--- config.mk ---
export PLATFORM = sky130hd
export DESIGN_NAME = rc3_back
export DESIGN_NICKNAME = d
export VERILOG_FILES = /design/src/rtl/rgba_3x3_convolution_assert.svh /design/src/rtl/rc3_pkg.sv /design/src/rtl/rc3_back.sv
export SDC_FILE = /design/constraint.sdc
export NUM_CORES = 2
export LEC_CHECK = 0
export ABC_CLOCK_PERIOD_IN_PS = 26400
export BUFFER_PORTS_ARGS = -buffer_cell sky130_fd_sc_hd__buf_2
export CAP_MARGIN = 40
export CORE_ASPECT_RATIO = 1.1
export CORE_MARGIN = 2
export CORE_UTILIZATION = 45
export DETAILED_ROUTE_END_ITERATION = 8
export SYNTH_ARGS = -nofsm -noshare
export SYNTH_HDL_FRONTEND = slang
export SYNTH_SLANG_ARGS = --single-unit
--- constraint.sdc ---
create_clock -name i_clk -period 26.4 [get_ports i_clk]
set_input_delay 5.28 -clock i_clk [delete_from_list [all_inputs] [get_ports i_clk]]
set_output_delay 5.28 -clock i_clk [all_outputs]
set_load 0.005 [all_outputs]
--- src/rtl/rgba_3x3_convolution_assert.svh ---
// Assertion macros shared by the convolution block.
`ifndef RGBA_3X3_CONVOLUTION_ASSERT_SVH
`define RGBA_3X3_CONVOLUTION_ASSERT_SVH

// The condition must never hold at a clock edge outside reset.
`define RC3_ASSERT_NEVER(lbl, cond, msg) \
    lbl: assert property (@(posedge i_clk) disable iff (!i_rst_n) !(cond)) else $error(msg);

// When the first expression holds, the second must hold in the same cycle.
`define RC3_ASSERT_IMPLIES(lbl, ante, cons, msg) \
    lbl: assert property (@(posedge i_clk) disable iff (!i_rst_n) (ante) |-> (cons)) \
        else $error(msg);

`endif

--- src/rtl/rc3_pkg.sv ---
`default_nettype none
package rc3_pkg;

    // Line store depth and the widths that follow from the supported image size.
    localparam int MAX_WIDTH = 1024;
    localparam int COL_W     = $clog2(MAX_WIDTH);
    localparam int DIM_W     = 11;
    localparam int ROW_W     = 11;
    localparam int OPC_W     = 21;
    localparam int ACC_W     = 20;
    localparam int REM_W     = 16;

    // Configuration register indexes.
    localparam logic [2:0] CFG_WIDTH  = 3'd0;
    localparam logic [2:0] CFG_HEIGHT = 3'd1;
    localparam logic [2:0] CFG_TOP    = 3'd2;
    localparam logic [2:0] CFG_MID    = 3'd3;
    localparam logic [2:0] CFG_BOT    = 3'd4;
    localparam logic [2:0] CFG_DIV    = 3'd5;

    typedef logic [31:0] t_pix;

    // Effective configuration, already clamped to legal values.
    typedef struct packed {
        logic [DIM_W-1:0] width;
        logic [DIM_W-1:0] height;
        logic [23:0]      coef_top;
        logic [23:0]      coef_mid;
        logic [23:0]      coef_bot;
        logic [7:0]       divisor;
    } t_cfg;

    // One window request from the front to the back, index col*3 + row.
    typedef struct packed {
        logic [8:0][31:0] pix;
        logic [9:0]       row;
        logic [9:0]       col;
        logic             last;
    } t_job;

    typedef enum logic [1:0] {
        F_IDLE,
        F_READ,
        F_STEP
    } t_front_state;

    typedef enum logic [2:0] {
        B_IDLE,
        B_MAC,
        B_PREP,
        B_DIV,
        B_HOLD
    } t_back_state;

    // Clamp a written dimension to 1..MAX_WIDTH.
    function automatic logic [DIM_W-1:0] eff_dim(input logic [DIM_W-1:0] v);
        logic [DIM_W-1:0] r;
        r = v;
        if (v == '0) begin
            r = DIM_W'(1);
        end else if (v > DIM_W'(MAX_WIDTH)) begin
            r = DIM_W'(MAX_WIDTH);
        end
        return r;
    endfunction

    // Select the signed tap for window row r and column c.
    function automatic logic signed [7:0] coef_sel(input t_cfg cfg, input logic [1:0] r,
                                                    input logic [1:0] c);
        logic [23:0] rowreg;
        logic [7:0]  b;
        unique case (r)
            2'd0:    rowreg = cfg.coef_top;
            2'd1:    rowreg = cfg.coef_mid;
            default: rowreg = cfg.coef_bot;
        endcase
        unique case (c)
            2'd0:    b = rowreg[7:0];
            2'd1:    b = rowreg[15:8];
            default: b = rowreg[23:16];
        endcase
        return $signed(b);
    endfunction

endpackage
`default_nettype wire

--- src/rtl/rc3_back.sv ---
`default_nettype none
module rc3_back (
    input  wire logic          i_clk,
    input  wire logic          i_rst_n,
    input  wire rc3_pkg::t_cfg i_cfg,
    input  wire logic          i_job_empty,
    input  wire rc3_pkg::t_job i_job,
    output logic               o_job_pop,
    output logic               o_empty,
    input  wire logic          i_pop,
    output logic [7:0]         o_red,
    output logic [7:0]         o_green,
    output logic [7:0]         o_blue,
    output logic [7:0]         o_alpha,
    output logic [9:0]         o_row,
    output logic [9:0]         o_col,
    output logic               o_last
);

    rc3_pkg::t_back_state r_state, n_state;

    rc3_pkg::t_job                   r_job;
    logic [3:0]                      r_k;
    logic [1:0]                      r_tr, r_tc;
    logic signed [rc3_pkg::ACC_W-1:0] r_acc [4];
    logic [rc3_pkg::REM_W-1:0]       r_rem [4];
    logic [7:0]                      r_q [4];
    logic                            r_sat [4];
    logic [2:0]                      r_bit;
    logic                            r_out_valid;
    logic                            w_load;
    logic signed [7:0]               w_coef;
    logic [31:0]                     w_pix;
    logic [rc3_pkg::REM_W-1:0]       w_trial;
    logic signed [rc3_pkg::ACC_W-1:0] w_limit;

    assign w_coef  = rc3_pkg::coef_sel(i_cfg, r_tr, r_tc);
    assign w_pix   = r_job.pix[r_k];
    assign w_trial = rc3_pkg::REM_W'({8'd0, i_cfg.divisor} << r_bit);
    assign w_limit = $signed({4'd0, i_cfg.divisor, 8'd0});

    // Next state.
    always_comb begin
        n_state = r_state;
        unique case (r_state)
            rc3_pkg::B_IDLE: if (!i_job_empty) n_state = rc3_pkg::B_MAC;
            rc3_pkg::B_MAC:  if (r_k == 4'd8) n_state = rc3_pkg::B_PREP;
            rc3_pkg::B_PREP: n_state = rc3_pkg::B_DIV;
            rc3_pkg::B_DIV:  if (r_bit == 3'd0) n_state = rc3_pkg::B_HOLD;
            rc3_pkg::B_HOLD: if (!r_out_valid || i_pop) n_state = rc3_pkg::B_IDLE;
            default:         n_state = rc3_pkg::B_IDLE;
        endcase
    end

    // Outputs of the sequencer.
    always_comb begin
        o_job_pop = (r_state == rc3_pkg::B_IDLE) && !i_job_empty;
        w_load    = (r_state == rc3_pkg::B_HOLD) && (!r_out_valid || i_pop);
        o_empty   = !r_out_valid;
    end

    always_ff @(posedge i_clk) begin
        if (!i_rst_n) begin
            r_state     <= rc3_pkg::B_IDLE;
            r_out_valid <= 1'b0;
        end else begin
            r_state <= n_state;
            if (w_load) begin
                r_out_valid <= 1'b1;
            end else if (i_pop) begin
                r_out_valid <= 1'b0;
            end
        end
    end

    // Multiply-accumulate one tap per cycle, then divide one quotient bit per cycle.
    always_ff @(posedge i_clk) begin
        logic signed [16:0] prod;
        unique case (r_state)
            rc3_pkg::B_IDLE: begin
                r_job <= i_job;
                r_k   <= '0;
                r_tr  <= '0;
                r_tc  <= '0;
                for (int ch = 0; ch < 4; ch++) begin
                    r_acc[ch] <= '0;
                end
            end
            rc3_pkg::B_MAC: begin
                for (int ch = 0; ch < 4; ch++) begin
                    prod = w_coef * $signed({1'b0, w_pix[ch*8 +: 8]});
                    r_acc[ch] <= r_acc[ch] + {{3{prod[16]}}, prod};
                end
                r_k <= r_k + 4'd1;
                if (r_tr == 2'd2) begin
                    r_tr <= '0;
                    r_tc <= r_tc + 2'd1;
                end else begin
                    r_tr <= r_tr + 2'd1;
                end
            end
            rc3_pkg::B_PREP: begin
                r_bit <= 3'd7;
                for (int ch = 0; ch < 4; ch++) begin
                    r_q[ch] <= '0;
                    if (r_acc[ch] <= 0) begin
                        r_sat[ch] <= 1'b0;
                        r_rem[ch] <= '0;
                    end else if (r_acc[ch] >= w_limit) begin
                        r_sat[ch] <= 1'b1;
                        r_rem[ch] <= '0;
                    end else begin
                        r_sat[ch] <= 1'b0;
                        r_rem[ch] <= r_acc[ch][rc3_pkg::REM_W-1:0];
                    end
                end
            end
            rc3_pkg::B_DIV: begin
                for (int ch = 0; ch < 4; ch++) begin
                    if (r_rem[ch] >= w_trial) begin
                        r_rem[ch]       <= r_rem[ch] - w_trial;
                        r_q[ch][r_bit] <= 1'b1;
                    end
                end
                r_bit <= r_bit - 3'd1;
            end
            rc3_pkg::B_HOLD: begin
            end
            default: begin
            end
        endcase
    end

    // Result register toward the output queue port.
    always_ff @(posedge i_clk) begin
        if (w_load) begin
            o_red   <= r_sat[0] ? 8'hFF : r_q[0];
            o_green <= r_sat[1] ? 8'hFF : r_q[1];
            o_blue  <= r_sat[2] ? 8'hFF : r_q[2];
            o_alpha <= r_sat[3] ? 8'hFF : r_q[3];
            o_row   <= r_job.row;
            o_col   <= r_job.col;
            o_last  <= r_job.last;
        end
    end

endmodule
`default_nettype wire

Yosys cells after proc, flatten, opt, wreduce, memory -nomap -nowiden

Memories as Yosys holds them, arrays and structs flattened. A register that Yosys moved wholly into a read port is not among the register bits.
Cells that the tools add are included.

$add $sub $neg: 12
Multipliers: 4
Order comparisons: 15
Equality and inequality tests: 13
Shift operators: 1
Muxes and demuxes: 141
Bitwise logic cells: 56
Reductions and logical operators: 15

Operator list:

| kind                                                  | number |
|---|---|
| 2-to-1 mux 16 bit                                     | 12 |
| binary-select mux 32 bit (select 4 bit)               | 1 |
| 2-to-1 mux 1 bit                                      | 105 |
| adder 20 bit                                          | 4 |
| >= comparator 20 x 17 -> 1 bit                        | 4 |
| <= comparator 20 x 1 -> 1 bit (second input constant) | 4 |
| 2-to-1 mux 20 bit                                     | 4 |
| multiplier 8 x 9 -> 17 bit                            | 4 |
| >= comparator 16 bit                                  | 4 |
| subtractor 16 bit                                     | 4 |
| bitwise OR 1 bit                                      | 56 |
| case mux 24 bit (2 select lines)                      | 1 |
| 2-to-1 mux 32 bit                                     | 1 |
| 2-to-1 mux 8 bit                                      | 4 |
| case mux 8 bit (2 select lines)                       | 1 |
| << shifter 8 x 3 -> 16 bit                            | 1 |
| case mux 3 bit (5 select lines)                       | 1 |
| 2-to-1 mux 3 bit                                      | 4 |
| inequality test 2 bit (second input constant)         | 5 |
| case mux 2 bit (2 select lines)                       | 2 |
| case mux 4 bit (2 select lines)                       | 1 |
| == test 3 x 2 -> 1 bit (second input constant)        | 2 |
| zero test 3 bit                                       | 2 |
| case mux 3 bit (2 select lines)                       | 1 |
| other kinds (20)                                      | 29 |

Register bits: 345
RAM bits: 180
Bits of input ports: 415
Output and inout bits: 55
Word-level logic and storage cells: 282
Memories: 4

Memory list:

| memory | words | bits a word | rd ports | clocked after memory_dff | wr ports | RTL line       | text |
|---|---|---|---|---|---|---|---|
| r_acc  | 4     | 20          | 4        | 0                        | 4        | rc3_back.sv:25 | `logic signed [rc3_pkg::ACC_W-1:0] r_acc [4];` |
| r_rem  | 4     | 16          | 4        | 0                        | 4        | rc3_back.sv:26 | `logic [rc3_pkg::REM_W-1:0] r_rem [4];` |
| r_q    | 4     | 8           | 4        | 4                        | 4        | rc3_back.sv:27 | `logic [7:0] r_q [4];` |
| r_sat  | 4     | 1           | 4        | 0                        | 4        | rc3_back.sv:28 | `logic r_sat [4];` |

Longest topological paths before layout

An unclocked memory read counts as a cell.

Depth after elaboration: 9
Depth in mapped cells: 37
Mapped depth without buffers: 34

Least setup slack after synthesis

OpenSTA, ideal clock, no wires.

Kind: reg2reg
From: register r_state[0]
To: register r_job[0] (netlist bit), enable pin
Library setup time: 1.360 ns
Arrival: 21.517 ns
Required time: 25.040 ns
Slack: 3.523 ns
Stages on the path, launching flop included: 3
Buffers on the path: 1
Clock period less this slack: 22.877 ns
Cell sequence: dfxtp_1 > clkbuf_1 > nor3_1

Cells in the longest elaborated chain, start to end: 1

RTL lines:

| what                   | RTL line       | text |
|---|---|---|
| from (decl)            | rc3_back.sv:20 | `rc3_pkg::t_back_state r_state, n_state;` |
| from (signal assigned) | rc3_back.sv:64 | `r_state <= rc3_pkg::B_IDLE;` |
| from (signal assigned) | rc3_back.sv:67 | `r_state <= n_state;` |
| zero test 3 bit        | rc3_back.sv:79 | `unique case (r_state)` |
| to (signal assigned)   | rc3_back.sv:81 | `r_job <= i_job;` |
| to (decl)              | rc3_back.sv:22 | `rc3_pkg::t_job r_job;` |

Every way passes these cells.
A chain may end at the register's enable or synchronous reset.

==> reports/summary.log <==
qor: job.timing.max_cap.violations 0
qor: clocking.cts_inserted_buffers 60
qor: global_route.grt_antenna_before_repair 22
qor: critical_path.end_kind flop
qor: clocking.clk_latency 0.66 ns
qor: finish.final_core_util 52.5%
qor: synth.post_synth.cell_area_avg 11.2 sq um
qor: synth.dominantRegCellSynth sky130_fd_sc_hd__edfxtp_1
qor: global_route.grt_util_all_layers 22.0%
qor: global_route.first_global_vias 26200
qor: synth.largest_family_of_logic_cells_by_synthesized_area adder cells
qor: floorplanning.design.die.area 0.0853 sq mm
qor: critical_path.worstPathBufferInverterCount 6
qor: timing.tightestPinTransition 0.958 ns
qor: clocking.clock_tree.htree_level_count 2
qor: worst_hold_path.min-delay-path-class flop to flop
qor: critical_path.cpLargestDelayFamily adder cells
qor: timing.finalCriticalPeriod 11.80 ns
qor: critical_path.reg_to_reg_critical_path_startpoint r_k[0]
qor: detailed_routing.drt-wirelength-per-cell 19.3 um
qor: synth.post_synthesis_register_bit_count 557
qor: global_route.largest_net_degree_at_the_start_of_global_routing 149
qor: floorplanning.core_rows 110
qor: critical_path.worstPathRequired 26.78 ns
qor: finish.final_net_count 4700
qor: run_status.run_status complete, no violations
qor: clocking.cts_buffer_depth 3
qor: clocking.tritoncts_clock_tree built
qor: place.gpl.final_weighted_congestion 0.857
qor: global_route.overflow 0
qor: clocking.post_cts_resize_count 0
qor: synth.synth-async-reset-ratio 0%
qor: critical_path.timing.critical_path.arrival 12.18 ns
qor: synth.post_synth_instance_area 0.0373 sq mm
qor: detailed_routing.route.detailed.vias_per_inst 5.41
qor: detailed_routing.ant_nets 0
qor: synth.syn_inst 3331
qor: worst_hold_path.holdPathStages 0
qor: synth.synth.net_count 4252
qor: synth.adder_and_majority_cell_fraction_of_the_synthesized_area 20.1%
qor: clocking.cts.reportedPaths.clkPinSlew 0.06 ns
qor: timing.timing.fmax 84.7 MHz
qor: timing.timing.max_slew.rel_slack 36.1%
qor: place.place_worst_setup_slack 13.98 ns
qor: critical_path.timing_worst_setup_path_type primary input to flop
qor: clocking.cts.repair_timing.setup_buffer_count 0
qor: place.io_buffers 447
qor: synth.basic_gate_share_of_the_synthesized_area_counting_and_or_nand_and_nor_cells 12.4%
qor: finish.drive_gt1_share 19.6%
qor: place.hpwl 70.9 mm
qor: synth.yosysUniqueCellTypes 81
qor: timing.tns 0 ns
qor: clocking.clkSinkCount 557
qor: critical_path.r2r-end r_acc[0][19]
qor: clocking.clock_tree.root_cell sky130_fd_sc_hd__clkbuf_16
qor: critical_path.critical_path.startpoint_type primary input
qor: critical_path.rr_worst_depth 29
qor: critical_path.startpoint i_cfg[48]
qor: floorplanning.die_height 306 um
qor: worst_hold_path.holdCritStartpoint r_job[1]
qor: finish.area_growth 15.4%
qor: global_route.global_route_wire_length_before_repair 147 mm
qor: synth.synth-xor-area-share 3.50%
qor: floorplanning.core 0.0820 sq mm
qor: worst_hold_path.holdPathEnd o_col[0]
qor: floorplanning.design.portCount 470
qor: synth.synth-edff-count 529
qor: timing.timing.final.setup_violations 0
qor: detailed_routing.drt_pre_antenna_iters 5
qor: floorplanning.floorplan.initialDensity 45.5%
qor: critical_path.regToRegSetupSlack 17.40 ns
qor: timing.period_share 44.7%
qor: critical_path.crit_path_max_incr_delay 0.58 ns
qor: critical_path.critical_path.max_fanout 32
qor: detailed_routing.detailroute.via_count 26500
qor: synth.yosys_warnings 0
qor: timing.rsz0062_at_grt no
qor: detailed_routing.drt-initial-drc-count 1705
qor: critical_path.crit_path_top_delay_cell sky130_fd_sc_hd__xor2_1
qor: detailed_routing.drc 0
qor: timing.slew_violations 0
qor: clocking.hold_buffers 0
qor: timing.finalHoldViolCount 0
qor: synth.muxShareOfSynthArea 4.34%
qor: detailed_routing.totalWireLength 94.4 mm
qor: floorplanning.overall_die_width 279 um
qor: synth.synth-seq-area-share 44.0%
qor: timing.timing.final.ws_setup 14.60 ns
qor: synth.synth_area_in_compound_gates 11.4%
qor: timing.worst_clock_skew 0.0292 ns
[state kept, by name, indices dropped and copies added (netlist names), 4 cells and up]
name,count
r_rem,64
r_job,309
r_sat,4
o_alpha,8
o_green,8
r_k,4
o_col,10
o_red,8
r_acc,80
o_row,10
o_blue,8
r_q,32
[worst register-to-register path: cells and delay by family (launching register included)]
kind                       cells  cell delay (ns)
adders and majority gates      6             2.74
buffers and inverters          6             1.41
muxes                          1             0.64
AOI/OAI and AO/OA              9             2.10
and+or+nand+nor                5             0.74
xor gates and xnor gates       2             0.79
DFF                            1             0.32
[cells by family after synthesis]
family,count (synthesis)
compound gates,636
mux,82
fa+ha+maj,506
flops,557
xor+xnor,146
buf+inv,412
simple gates,992
[cells in the mapped netlist (13+ instances only)]
cell	n	share of area [%]
sky130_fd_sc_hd__a31oi_1	17	0.28
sky130_fd_sc_hd__nor2b_1	33	0.55
sky130_fd_sc_hd__a21oi_1	180	2.4
sky130_fd_sc_hd__a22o_1	53	1.2
sky130_fd_sc_hd__nor2_1	371	3.7
sky130_fd_sc_hd__nand2_1	229	2.3
sky130_fd_sc_hd__xnor2_1	86	2.0
sky130_fd_sc_hd__dfxtp_1	28	1.5
sky130_fd_sc_hd__or2_2	64	1.1
sky130_fd_sc_hd__mux4_2	64	3.9
sky130_fd_sc_hd__o21bai_1	13	0.26
sky130_fd_sc_hd__or3_1	15	0.25
sky130_fd_sc_hd__a211oi_1	24	0.48
sky130_fd_sc_hd__nor3_1	69	0.92
sky130_fd_sc_hd__a22oi_1	20	0.40
sky130_fd_sc_hd__o21a_1	41	0.82
sky130_fd_sc_hd__nand2b_1	44	0.74
sky130_fd_sc_hd__fa_1	156	8.4
sky130_fd_sc_hd__xor2_1	58	1.4
sky130_fd_sc_hd__nand3_1	44	0.59
sky130_fd_sc_hd__mux2i_1	18	0.48
sky130_fd_sc_hd__clkbuf_1	88	0.88
sky130_fd_sc_hd__ha_1	350	12
sky130_fd_sc_hd__nor4_1	20	0.34
sky130_fd_sc_hd__edfxtp_1	529	43
sky130_fd_sc_hd__and2_1	21	0.35
sky130_fd_sc_hd__inv_1	299	3.0
sky130_fd_sc_hd__o21ai_0	112	1.5
sky130_fd_sc_hd__and3_1	32	0.54
sky130_fd_sc_hd__a21o_1	53	1.1
sky130_fd_sc_hd__nand4_1	20	0.34
[placed cells by master (no fill, tap or decap), drive strengths merged, types with 32 or more instances in the layout]
| cell | Yosys | layout |
|---|---|---|
| and3 | 32 | 32 |
| xnor2 | 86 | 86 |
| nor2b | 33 | 33 |
| nand2 | 229 | 229 |
| a22o | 61 | 61 |
| ha | 350 | 350 |
| o21ai | 116 | 116 |
| buf | 23 | 497 |
| nor2 | 371 | 371 |
| a21oi | 180 | 180 |
| nand3 | 44 | 44 |
| mux4 | 64 | 64 |
| a21o | 53 | 53 |
| clkbuf | 88 | 69 |
| inv | 300 | 301 |
| nand2b | 44 | 44 |
| fa | 156 | 156 |
| o21a | 41 | 41 |
| nor3 | 69 | 69 |
| xor2 | 58 | 58 |
| edfxtp | 529 | 529 |
| or2 | 64 | 64 |
[worst max-delay path by stage]
stage | to | slack (ns) | depth (start not counted)
global route | r_acc[0][19] | 14.25 | 29
CTS | r_acc[0][19] | 14.68 | 29
finish | r_acc[0][19] | 14.60 | 29
detailed placement | r_acc[0][19] | 13.98 | 29
global placement | r_acc[0][19] | 14.00 | 29
floorplan | r_job[0] | 3.52 | 2
[final cells by class]
type                    count  area, sq um
diodes                     10         25.0
multi-input cells        2362        19500
clock inverters            41          472
flip-flops and latches    557        16400
inverters                 301         1130
fillers                  7325        38900
clock buffers              69         1550
repair buffers            497         2660
well taps                1064         1330
[routing by layer]
layer	up-vias	share of wire (%)	global-route usage, %
li1	13000	-	-
met2	774	47	36.4
met5	-	0.13	0
met3	170	6.1	4.50
met1	12600	44	29.0
met4	20	3.4	7.48
[per-stage QoR]
step | hold slack (ns) | area, sq um | instances
global route | 0.424 | 43100 | 4898
global placement | 0.400 | 40900 | 4772
CTS | 0.414 | 43100 | 4891
finish | 0.411 | 43100 | 4901
detailed placement | 0.405 | 41000 | 4781
floorplan | 0.400 | 37300 | 3331
Power is not shown: default switching activity piles up to over one toggle a cycle in this logic, so the estimate is an artifact.
