===== config.mk =====
export PLATFORM = sky130hd
export DESIGN_NAME = rc3_fifo
export DESIGN_NICKNAME = d
export VERILOG_FILES = /design/src/rtl/rgba_3x3_convolution_assert.svh /design/src/rtl/rc3_pkg.sv /design/src/rtl/rc3_fifo.sv
export SDC_FILE = /design/constraint.sdc
export NUM_CORES = 1
export LEC_CHECK = 0
export ABC_AREA = 0
export BUFFER_PORTS_ARGS = -buffer_cell sky130_fd_sc_hd__buf_2
export CAP_MARGIN = 25
export CORE_AREA = 3 3 241 243
export CTS_CLUSTER_DIAMETER = 120
export DETAILED_ROUTE_END_ITERATION = 7
export DIE_AREA = 0 0 244 246
export GPL_ROUTABILITY_DRIVEN = 0
export PLACE_DENSITY = 0.67
export SLEW_MARGIN = 0
export SYNTH_ARGS = -nofsm -noshare
export SYNTH_HDL_FRONTEND = slang
export SYNTH_SLANG_ARGS = --single-unit
export TNS_END_PERCENT = 10

===== constraint.sdc =====
create_clock -name i_clk -period 23.7 [get_ports i_clk]
set_input_delay 4.74 -clock i_clk [delete_from_list [all_inputs] [get_ports i_clk]]
set_output_delay 4.74 -clock i_clk [all_outputs]
set_load 0.02 [all_outputs]

===== src/rtl/rgba_3x3_convolution_assert.svh =====
// Assertion macros shared by the convolution block.
`ifndef RGBA_3X3_CONVOLUTION_ASSERT_SVH
`define RGBA_3X3_CONVOLUTION_ASSERT_SVH

// The condition must never hold at a clock edge outside reset.
`define RC3_ASSERT_NEVER(lbl, cond, msg) \
    lbl: assert property (@(posedge i_clk) disable iff (!i_rst_n) !(cond)) else $error(msg);

// When the first expression holds, the second must hold in the same cycle.
`define RC3_ASSERT_IMPLIES(lbl, ante, cons, msg) \
    lbl: assert property (@(posedge i_clk) disable iff (!i_rst_n) (ante) |-> (cons)) \
        else $error(msg);

`endif


===== src/rtl/rc3_pkg.sv =====
`default_nettype none
package rc3_pkg;

    // Line store depth and the widths that follow from the supported image size.
    localparam int MAX_WIDTH = 1024;
    localparam int COL_W     = $clog2(MAX_WIDTH);
    localparam int DIM_W     = 11;
    localparam int ROW_W     = 11;
    localparam int OPC_W     = 21;
    localparam int ACC_W     = 20;
    localparam int REM_W     = 16;

    // Configuration register indexes.
    localparam logic [2:0] CFG_WIDTH  = 3'd0;
    localparam logic [2:0] CFG_HEIGHT = 3'd1;
    localparam logic [2:0] CFG_TOP    = 3'd2;
    localparam logic [2:0] CFG_MID    = 3'd3;
    localparam logic [2:0] CFG_BOT    = 3'd4;
    localparam logic [2:0] CFG_DIV    = 3'd5;

    typedef logic [31:0] t_pix;

    // Effective configuration, already clamped to legal values.
    typedef struct packed {
        logic [DIM_W-1:0] width;
        logic [DIM_W-1:0] height;
        logic [23:0]      coef_top;
        logic [23:0]      coef_mid;
        logic [23:0]      coef_bot;
        logic [7:0]       divisor;
    } t_cfg;

    // One window request from the front to the back, index col*3 + row.
    typedef struct packed {
        logic [8:0][31:0] pix;
        logic [9:0]       row;
        logic [9:0]       col;
        logic             last;
    } t_job;

    typedef enum logic [1:0] {
        F_IDLE,
        F_READ,
        F_STEP
    } t_front_state;

    typedef enum logic [2:0] {
        B_IDLE,
        B_MAC,
        B_PREP,
        B_DIV,
        B_HOLD
    } t_back_state;

    // Clamp a written dimension to 1..MAX_WIDTH.
    function automatic logic [DIM_W-1:0] eff_dim(input logic [DIM_W-1:0] v);
        logic [DIM_W-1:0] r;
        r = v;
        if (v == '0) begin
            r = DIM_W'(1);
        end else if (v > DIM_W'(MAX_WIDTH)) begin
            r = DIM_W'(MAX_WIDTH);
        end
        return r;
    endfunction

    // Select the signed tap for window row r and column c.
    function automatic logic signed [7:0] coef_sel(input t_cfg cfg, input logic [1:0] r,
                                                    input logic [1:0] c);
        logic [23:0] rowreg;
        logic [7:0]  b;
        unique case (r)
            2'd0:    rowreg = cfg.coef_top;
            2'd1:    rowreg = cfg.coef_mid;
            default: rowreg = cfg.coef_bot;
        endcase
        unique case (c)
            2'd0:    b = rowreg[7:0];
            2'd1:    b = rowreg[15:8];
            default: b = rowreg[23:16];
        endcase
        return $signed(b);
    endfunction

endpackage
`default_nettype wire


===== src/rtl/rc3_fifo.sv =====
`default_nettype none
module rc3_fifo (
    input  wire logic          i_clk,
    input  wire logic          i_rst_n,
    input  wire logic          i_push,
    input  wire rc3_pkg::t_job i_data,
    output logic               o_full,
    input  wire logic          i_pop,
    output rc3_pkg::t_job      o_data,
    output logic               o_empty
);

    rc3_pkg::t_job r_mem [2];
    logic          r_wp, r_rp;
    logic [1:0]    r_cnt;

    assign o_full  = (r_cnt == 2'd2);
    assign o_empty = (r_cnt == 2'd0);
    assign o_data  = r_mem[r_rp];

    // Two-entry queue pointers and fill count.
    always_ff @(posedge i_clk) begin
        if (!i_rst_n) begin
            r_wp  <= 1'b0;
            r_rp  <= 1'b0;
            r_cnt <= 2'd0;
        end else begin
            if (i_push) begin
                r_wp <= ~r_wp;
            end
            if (i_pop) begin
                r_rp <= ~r_rp;
            end
            r_cnt <= r_cnt + 2'(i_push) - 2'(i_pop);
        end
    end

    always_ff @(posedge i_clk) begin
        if (i_push) begin
            r_mem[r_wp] <= i_data;
        end
    end

endmodule
`default_nettype wire


# Word level (Yosys, flattened, before mapping)
# Memory sizes are Yosys's and may differ from the RTL's. A register that Yosys moved wholly into a read port is not among the register bits.
# Index checks and enable logic that the tools add are counted.
[totals]
reg_bits = 4
mem_bits_rw = 618
wordCells = 14
mem_count = 1
[memory_table]
columns = ["memory", "depth", "word_bits", "read_ports", "rd_ports_with_merged_regs", "write_ports", "line", "text"]
rows = [
  ["r_mem", 2, 309, 1, 1, 1, "rc3_fifo.sv:13", "rc3_pkg::t_job r_mem [2];"],
]
[op_classes]
add_sub_neg = 2
n_eq_ne = 1
n_mux = 4
bitwise = 2
n_reduce_logical = 1
[op_table]
columns = ["op", "count"]
rows = [
  ["1-bit two-way mux", 4],
  ["2-bit by 1-bit adder with 2-bit output", 1],
  ["2-bit == test (second input constant)", 1],
  ["2-bit logical NOT", 1],
  ["1-bit inverter", 2],
  ["2-bit by 1-bit subtractor with 2-bit output", 1],
]

# Depth between registers and ports, before layout
# Gate-level depths: netlist of run 1.
[logic_depth]
word_depth = 3
mapped_depth = 6
ltp_nobuf = 6

# Least setup slack after synthesis of run 1
# OpenSTA, ideal clock, no wires.
[synth_path]
kind = "input to register"
from = "in i_push"
to = "reg r_wp"
arrival_ns = 19.034
required_ns = 23.578
path_slack_ns = 4.544
path_stages = 2
n_path_buf = 0
path_cell_list = "nor2b_1 > o21a_1"
[synth_rtl]
columns = ["element", "line", "text"]
rows = [
  ["start: declaration", "rc3_fifo.sv:5", "input wire logic i_push,"],
  ["end signal: assignment", "rc3_fifo.sv:29", "r_wp <= ~r_wp;"],
  ["end: declaration", "rc3_fifo.sv:14", "logic r_wp, r_rp;"],
]

==> results of run 1 <==
==> path summary, 6_finish.rpt <==
| path | end | slack (ns) | cells past startpoint |
|---|---|---|---|
| max | o_data[144] | 14.89 | 4 |
| min reg2reg | flip-flop | 0.57 | 2 |
| min | flip-flop | 0.57 | 2 |
| max reg2reg | r_mem[0][280]$_DFFE_PP_ | 20.99 | 4 |
==> where the power goes <==
part | internal (µW) | switching (µW)
Combinational | 127 | 177
Sequential | 1280 | 17.5
Clock | 504 | 381
==> cell type report <==
class,count,share of cell area [%]
antenna,15,0.130
clock buffer,80,5.70
clock inverter,26,0.626
inverter,2,0.0261
multi-input combinational,323,13.8
sequential,623,64.9
tap,756,3.29
timing repair buffer,637,11.5
==> logic make-up after synthesis <==
kind of cell               after synthesis  synth area share (%)
AOI/OAI and AO/OA                        1                0.0328
xor gates and xnor gates                 2                 0.137
adders and majority gates                2                 0.109
buffers and inverters                   36                  1.09
DFF                                    623                  81.5
muxes                                  309                  16.8
and+or+nand+nor                          9                 0.235
==> Yosys cell counts <==
cell type | number | area (µm²)
inv_1 | 2 | 7.51
buf_4 | 1 | 7.51
buf_6 | 11 | 124
mux2_2 | 209 | 2350
edfxtp_1 | 618 | 18600
o21a_1 | 1 | 7.51
ha_1 | 2 | 25.0
and2_1 | 4 | 25.0
dfxtp_1 | 5 | 100
xor2_1 | 1 | 8.76
mux2_4 | 100 | 1500
xnor3_1 | 1 | 22.5
nor2b_1 | 4 | 25.0
buf_2 | 22 | 110
nor2_1 | 1 | 3.75
==> metal layers <==
| metal | part of all wire, % | global-route usage [%] | vias up |
|---|---|---|---|
| met3 | 10 | 6.92 | 118 |
| met1 | 36 | 17.9 | 5756 |
| li1 | - | - | 5281 |
| met2 | 51 | 28.0 | 480 |
| met5 | 0.27 | 0 | - |
| met4 | 3.1 | 6.04 | 22 |
==> flip-flops by register name (all words and copies together), names as in the netlist, named ones only <==
register / count
r_rp: 1
r_mem: 618
r_cnt: 2
r_wp: 1
==> worst max-delay path, stage by stage, from the launching register on <==
cell     delay [ns]
dfxtp_4        0.91
buf_4          0.86
buf_4          0.87
mux2_2         0.42
buf_2          0.16
==> layout by cell type (no fill, tap or decap), drive strengths merged, types with 3 or more instances in the layout <==
cell type,instances
nor2b,4
edfxtp,618
clkbuf,80
and2,4
buf,637
clkinvlp,3
dfxtp,5
clkinv,19
inv,4
diode,15
mux2,309
==> metrics by stage <==
step,area (µm²),utilization [%],hold slack (ns),instances
3_3_place_gp,26800,47.7,0.558,2337
3_5_place_dp,26800,47.8,0.567,2338
2_1_floorplan,22900,-,0.555,982
6_report,28800,51.2,0.569,2462
4_1_cts,28700,51.0,0.579,2444
5_1_grt,28800,51.2,0.621,2456
==> flow_summary.toml, run 1 <==
[status]
status = "finished clean"

[placement]
place_hpwl_mm = 35.3
port_buffers = 623
pre_cts_ws_ns = 15.54

[critical_path]
endpoint_kind = "primary output"
required_ns = 18.96
cp.arrival_ns = 4.07
cp_max_fo = 63
critPathKind = "reg -> out"
start_kind = "flip-flop"
r2r-start = "r_wp$_SDFFE_PN0P_"

[floorplanning]
row_count = 87
die_x_um = 244
dieHeight_um = 246
core_um2 = 56200
dieArea_um2 = 60000
io_pins = 624
start_util_pct = 40.7

[timing]
skew_ns = 0.0185
fin_crit_ns = 8.81
max_slew_margin_pct = 20.4
rsz0062_at_grt = "no"
worstMarginPinSlew_ns = 1.19
hold_viol = 0
period_share_pct = 37.2
setup_viol = 0
slew_violations = 0
fin_setup_tns_ns = 0
setup_slack_ns = 14.89
max_freq_mhz = 113

[pwr]
cellLeakagePower_uw = 0.0109
p_per_area_nw_per_um2 = 86.3
peakVddDrop_v = 0.0000740
p_total_uw = 2480

[clocking]
post-cts-setup-buffers = 0
htreeDepth = 2
root_buffer = "clkbuf_16"
clockBufferDepth = 3
cts_buffers = 61
insertion_delay_ns = 0.60
cts_tree = "built"
cts_hold_buffers = 0
cts_sinks = 623
cts.clk_slew.worst_paths_ns = 0.06
post_cts_resized = 0

[drt]
routed_wl_mm = 50.8
drc = 0
antenna_left = 0
drt_first_pass_iters = 4
vias_per_cell = 4.73
avgRoutedWirePerCell_um = 20.6
via_count = 11700
drtIter0Drc = 636

[cells_and_area]
regArea_um2 = 18700
final_nets = 1963
drive_above_1_share_pct = 60.7
fillCellCount = 4612
syn2layout_area_growth_pct = 25.8
multiInputGateArea_um2 = 3980

[grt]
track_usage_pct = 16.3
overflow = 0
grt_max_degree = 163
antenna_found_initial = 26
grt_pass1_wl_mm = 74.0
grt_pass1_vias = 12300

[worst_hold_path]
hp-class = "reg -> reg"
holdCritStartpoint = "r_rp$_SDFFE_PN0P_"

[yosys]
synth_area_um2 = 22900
synth_cell_types = 15
syn_inst = 982
avgSynthCellArea_um2 = 23.3
yosys_warnings = 0
yosysSeqAreaShare_pct = 81.5
syn_nets = 1297
yosys_register_bits = 623

[flow_run]
max-cap-violations = 0
Power figures use the tool's default switching activity.
==> run 2, diff against run 1 <==
--- a/config.mk
+++ b/config.mk
@@ -5,15 +5,15 @@
 export SDC_FILE = /design/constraint.sdc
 export NUM_CORES = 1
 export LEC_CHECK = 0
-export ABC_AREA = 0
+export ABC_AREA = 1
 export BUFFER_PORTS_ARGS = -buffer_cell sky130_fd_sc_hd__buf_2
 export CAP_MARGIN = 25
-export CORE_AREA = 3 3 241 243
+export CORE_AREA = 3 3 239 241
 export CTS_CLUSTER_DIAMETER = 120
 export DETAILED_ROUTE_END_ITERATION = 7
-export DIE_AREA = 0 0 244 246
+export DIE_AREA = 0 0 242 244
 export GPL_ROUTABILITY_DRIVEN = 0
-export PLACE_DENSITY = 0.67
+export PLACE_DENSITY = 0.71
 export SLEW_MARGIN = 0
 export SYNTH_ARGS = -nofsm -noshare
 export SYNTH_HDL_FRONTEND = slang
==> constraint.sdc (replaced) <==
create_clock -name i_clk -period 7.9 [get_ports i_clk]
set_input_delay 1.58 -clock i_clk [delete_from_list [all_inputs] [get_ports i_clk]]
set_output_delay 1.58 -clock i_clk [all_outputs]
set_load 0.02 [all_outputs]
==> run 2 against run 1 <==
Net effect: combinational power increased to 2.7 times the previous value; sequential power increased to 3.0 times the previous value; die area decreased by 1.6%; first-iteration DRC count increased by 5.5%; clock skew about the same; critical endpoint is now o_data[161]; largest cell class unchanged; highest routed layer unchanged.
==> flow_summary.toml, run 2 <==
[clocking]
cts_buffers = 66
root_buffer = "clkbuf_16"
cts.clk_slew.worst_paths_ns = 0.05
cts_sinks = 623
insertion_delay_ns = 0.59
post-cts-setup-buffers = 0
post_cts_resized = 0
cts_tree = "built"
htreeDepth = 3
cts_hold_buffers = 0
clockBufferDepth = 3

[drt]
drtIter0Drc = 671
drt_first_pass_iters = 5
routed_wl_mm = 50.3
drc = 0
antenna_left = 0
vias_per_cell = 4.76
via_count = 11700
avgRoutedWirePerCell_um = 20.4

[timing]
setup_slack_ns = 3.76
max_freq_mhz = 242
rsz0062_at_grt = "no"
hold_viol = 0
setup_viol = 0
whs_ns = 0.510
max_slew_margin_pct = 13.2
skew_ns = 0.0180
period_share_pct = 52.4
worstMarginPinSlew_ns = 1.30
slew_violations = 0
fin_crit_ns = 4.14

[cells_and_area]
fin_util_pct = 52.4
fin_area_um2 = 28900
final_cell_mix = "623 x buf_2, 618 x edfxtp_1, 209 x mux2_2"
final_common_cell = "buf_2"
top_regs = "r_mem x618, r_cnt x2"
syn2layout_area_growth_pct = 26.2
top_register = "r_mem"
drive_above_1_share_pct = 60.0
largest_reg_flops = 618
final_nets = 1972

[floorplanning]
dieHeight_um = 244
row_count = 86
dieArea_um2 = 59000
start_util_pct = 41.5
io_pins = 624
core_um2 = 55100
die_x_um = 242

[critical_path]
cp.arrival_ns = 2.56
start_kind = "flip-flop"
cp_max_fo = 140
rr_worst_depth = 3
critPathKind = "reg -> out"
endpoint_kind = "primary output"
required_ns = 6.32
r2r-start = "r_wp$_SDFFE_PN0P_"

[yosys]
syn_inst = 994
synth_cell_types = 13
synth_edf_count = 618
syn_nets = 1309
ys.flop_type = "edfxtp_1"
avgSynthCellArea_um2 = 23.0
yosys_warnings = 0
async_flop_share_pct = 0
netlist.area_leader.share_pct = 81.1
synth_area_um2 = 22900
synthTopCellsByCount = "618 x edfxtp_1, 209 x mux2_2, 100 x mux2_4"
synth_largest_area_cell = "edfxtp_1"
yosysMostFrequentCell = "edfxtp_1"
yosys_register_bits = 623
synthTopCellsByArea = "edfxtp_1 81%, mux2_2 10%, mux2_4 6.6%, buf_6 0.54%, buf_2 0.48%"
yosysSeqAreaShare_pct = 81.5

[pwr]
cellLeakagePower_uw = 0.0110
p_total_uw = 7570
power_frac_clock_pct = 37.9
p_int_uw = 5840
peakVddDrop_v = 0.000221
p_sw_share_pct = 22.8
p_switching_uw = 1730
p_per_area_nw_per_um2 = 262
p_seq_share_pct = 51.2
p_comb_share_pct = 10.9

[grt]
antenna_found_initial = 15
grt_use_met3_pct = 5.86
grt_pass1_vias = 12800
track_usage_pct = 16.6
met2_usage_pct = 29.3
busiest_layer = "met2"
grt_max_degree = 172
grt_pass1_wl_mm = 75.3
use_met1_pct = 18.2
overflow = 0

[flow_run]
max-cap-violations = 0

[placement]
place_hpwl_mm = 34.0
place_area_um2 = 26800
port_buffers = 623
pre_cts_ws_ns = 4.30

[worst_hold_path]
hp-class = "reg -> reg"
whs_path_depth = 2
holdCritStartpoint = "r_rp$_SDFFE_PN0P_"

[status]
status = "finished clean"
==> run 2: layout make-up <==
| cell class | instances | area [µm²] |
|---|---|---|
| inverter | 7 | 33.8 |
| fill | 4497 | 26200 |
| clock buffer | 89 | 1810 |
| multi-input combinational | 330 | 3960 |
| sequential | 623 | 18700 |
| tap | 748 | 936 |
| clock inverter | 26 | 210 |
| antenna | 16 | 40.0 |
| timing repair buffer | 629 | 3230 |
==> run 2: power by group through the flow <==
stage          sequential [µW]  combinational, µW  clock, µW
6_report                  3880                822       2870
3_5_place_dp              3950                830          0
3_3_place_gp              3930                817          0
4_1_cts                   3880                834       2960
5_1_grt                   3890                872       3090
2_1_floorplan             3960                511          0
==> run 2: critical path, cell delays in order, from the launching register on <==
cell	delay [ns]
dfxtp_4	0.42
buf_12	0.46
mux2_2	0.47
buf_2	0.17
==> run 2: final timing paths <==
check	endpoint	slack, ns
worst max-delay path	o_data[161]	3.76
worst min-delay path	flip-flop	0.51
worst max register to register	r_mem[1][263]$_DFFE_PP_	5.47
worst min register to register	flip-flop	0.51
==> run 2: cell families after synthesis <==
kind of cell,after synthesis,synth area share [%]
AND/OR/NAND/NOR,18,0.301
multiplexers,309,16.8
buffers and inverters,41,1.17
AO/OA/AOI/OAI,1,0.0219
flip-flops,623,81.5
adder cells (fa/ha/maj),2,0.109
==> run 2: per-stage QoR <==
step	std cells	TNS, ns
after floorplan	994	-117.87
after global placement	2337	0
after detailed placement	2337	0
after CTS	2452	0
after global routing	2461	0
final	2468	0
==> run 2: layer usage <==
layer	wire [µm]	part of all wire (%)
met1	18400	37
met5	32	0.064
met2	25800	51
met3	4430	8.8
met4	1600	3.2
==> run 3, diff against run 2 <==
--- a/config.mk
+++ b/config.mk
@@ -8,12 +8,12 @@
 export ABC_AREA = 1
 export BUFFER_PORTS_ARGS = -buffer_cell sky130_fd_sc_hd__buf_2
 export CAP_MARGIN = 25
-export CORE_AREA = 3 3 239 241
+export CORE_AREA = 3 3 241 243
 export CTS_CLUSTER_DIAMETER = 120
 export DETAILED_ROUTE_END_ITERATION = 7
-export DIE_AREA = 0 0 242 244
+export DIE_AREA = 0 0 244 246
 export GPL_ROUTABILITY_DRIVEN = 0
-export PLACE_DENSITY = 0.71
+export PLACE_DENSITY = 0.67
 export SLEW_MARGIN = 0
 export SYNTH_ARGS = -nofsm -noshare
 export SYNTH_HDL_FRONTEND = slang
==> constraint.sdc (replaced) <==
create_clock -name i_clk -period 4 [get_ports i_clk]
set_input_delay 0.8 -clock i_clk [delete_from_list [all_inputs] [get_ports i_clk]]
set_output_delay 0.8 -clock i_clk [all_outputs]
set_load 0.02 [all_outputs]
==> run 3 against run 2 <==
Net effect: highest routed layer unchanged; largest power group unchanged; via count is 1.0% higher; wire length is 4.1% higher; die area is 1.7% higher; cell area is 0.73% higher; largest cell class unchanged.
==> flow_summary.toml, run 3 (same netlist as run 2, synthesis figures left out) <==
[critical_path]
rr_worst_depth = 4
critPathKind = "reg -> out"
endpoint_kind = "primary output"
critPathTopFamily = "buffers and inverters"
required_ns = 3.20
r2r-start = "r_wp$_SDFFE_PN0P_"
cp_max_fo = 36
reg2reg_slack_ns = 2.00
start_kind = "flip-flop"
path_depth = 3
crit_slowest_cell = "dfxtp_4"
crit_buf_inv = 2
worstPathCellList = "buf_4, mux2_2, buf_2"
cp.arrival_ns = 2.34
r2r_end = "r_mem[1][261]$_DFFE_PP_"
cpPeakStageDelay_ns = 0.59

[drt]
routed_wl_mm = 52.4
drc = 0
avgRoutedWirePerCell_um = 20.9
via_count = 11900
vias_per_cell = 4.74
antenna_left = 0
drt_first_pass_iters = 5
drtIter0Drc = 579

[grt]
grt_pass1_vias = 12700
grt_max_degree = 121
use_met1_pct = 18.6
met2_usage_pct = 30.3
grt_pass1_wl_mm = 76.2
busiest_layer = "met2"
overflow = 0
track_usage_pct = 16.8
grt_use_met3_pct = 5.91
antenna_found_initial = 11

[cells_and_area]
final_nets = 1998
stdcell_count = 2501
final_cell_mix = "623 x buf_2, 618 x edfxtp_1, 209 x mux2_2"
top_regs = "r_mem x618, r_cnt x2"
top_register = "r_mem"
drive_above_1_share_pct = 61.0
syn2layout_area_growth_pct = 27.1
largest_reg_flops = 618
final_common_cell = "buf_2"

[pwr]
peakVddDrop_v = 0.000373
power_frac_clock_pct = 37.1
p_total_uw = 14800
p_seq_share_pct = 51.7
p_per_area_nw_per_um2 = 509
p_sw_share_pct = 23.3
p_switching_uw = 3450
cellLeakagePower_uw = 0.0111
p_int_uw = 11400
p_comb_share_pct = 11.2

[timing]
fin_crit_ns = 3.14
worstMarginPinSlew_ns = 0.750
skew_ns = 0.0169
rsz0062_at_grt = "no"
hold_viol = 0
period_share_pct = 78.4
max_slew_margin_pct = 50.0
setup_slack_ns = 0.864
max_freq_mhz = 319
slew_violations = 0
setup_viol = 0

[floorplanning]
dieArea_um2 = 60000
row_count = 87
die_x_um = 244
core_um2 = 56200
start_util_pct = 40.7
io_pins = 624
dieHeight_um = 246

[placement]
place_hpwl_mm = 37.3
pre_cts_ws_ns = 1.43
dp_cells = 2371
port_buffers = 623

[clocking]
cts_hold_buffers = 0
htreeDepth = 3
cts.clk_slew.worst_paths_ns = 0.06
cts_sinks = 623
cts_buffers = 66
clockBufferDepth = 3
post_cts_resized = 0
post-cts-setup-buffers = 0
insertion_delay_ns = 0.58
cts_tree = "built"
root_buffer = "clkbuf_16"

[worst_hold_path]
holdCritStartpoint = "i_data[302]"
whs_path_depth = 1
whs_endpoint = "r_mem[0][302]$_DFFE_PP_"
hp-class = "in -> reg"

[flow_run]
max-cap-violations = 0

[status]
status = "finished clean"
run 3: changes by cell type in the layout (fill, tap and decap cells not counted), sizes merged:
| cell | change |
|---|---|
| clkinv | +4 |
| diode | -2 |
| clkbuf | -7 |
| bufinv | -1 |
| buf | +26 |
| clkinvlp | +2 |
| inv | +3 |
run 3: worst max path at each step:
stage | start | to | slack [ns]
after detailed placement | i_push | r_mem[1][307]$_DFFE_PP_ | 1.43
after floorplan | i_push | r_mem[1][0]$_DFFE_PP_ | -1.87
final | flip-flop | o_data[140] | 0.86
after CTS | flip-flop | o_data[34] | 0.77
after global routing | flip-flop | o_data[140] | 0.73
after global placement | i_push | r_mem[1][307]$_DFFE_PP_ | 1.47
run 3: per-layer routing:
layer | vias to the layer above | part of all wire, %
met5 | - | 0.013
met4 | 2 | 2.4
met3 | 86 | 8.1
met2 | 442 | 53
met1 | 5960 | 36
li1 | 5368 | -
run 3: power groups by stage:
stage / registers, µW / logic (µW) / clock network (µW)
floorplan: 7810 / 1010 / 0
global placement: 7780 / 1660 / 0
detailed placement: 7800 / 1680 / 0
CTS: 7660 / 1690 / 5670
global route: 7690 / 1760 / 5900
finish: 7660 / 1660 / 5490
run 3: layout make-up:
| cell class | count | area (µm²) |
|---|---|---|
| multi-input combinational | 330 | 3980 |
| antenna | 14 | 35.0 |
| fill | 4533 | 27100 |
| clock buffer | 82 | 1710 |
| clock inverter | 34 | 233 |
| timing repair buffer | 655 | 3480 |
| tap | 756 | 946 |
| inverter | 7 | 42.5 |
| sequential | 623 | 18700 |
run 3: stage by stage:
| step | TNS, ns | util [%] | hold slack, ns | area, µm² |
|---|---|---|---|---|
| final | 0 | 51.8 | 0.405 | 29100 |
| after global routing | 0 | 51.8 | 0.359 | 29100 |
| after CTS | 0 | 51.7 | 0.348 | 29100 |
| after detailed placement | 0 | 48.3 | 0.487 | 27100 |
| after global placement | 0 | 48.3 | 0.478 | 27100 |
| after floorplan | -1131.66 | - | 0.463 | 22900 |
run 3: worst reg2reg max path, stage by stage (launching register included):
cell,delay (ns)
dfxtp_1,0.50
nand2_8,0.07
clkinvlp_4,0.23
buf_12,0.27
buf_4,0.54
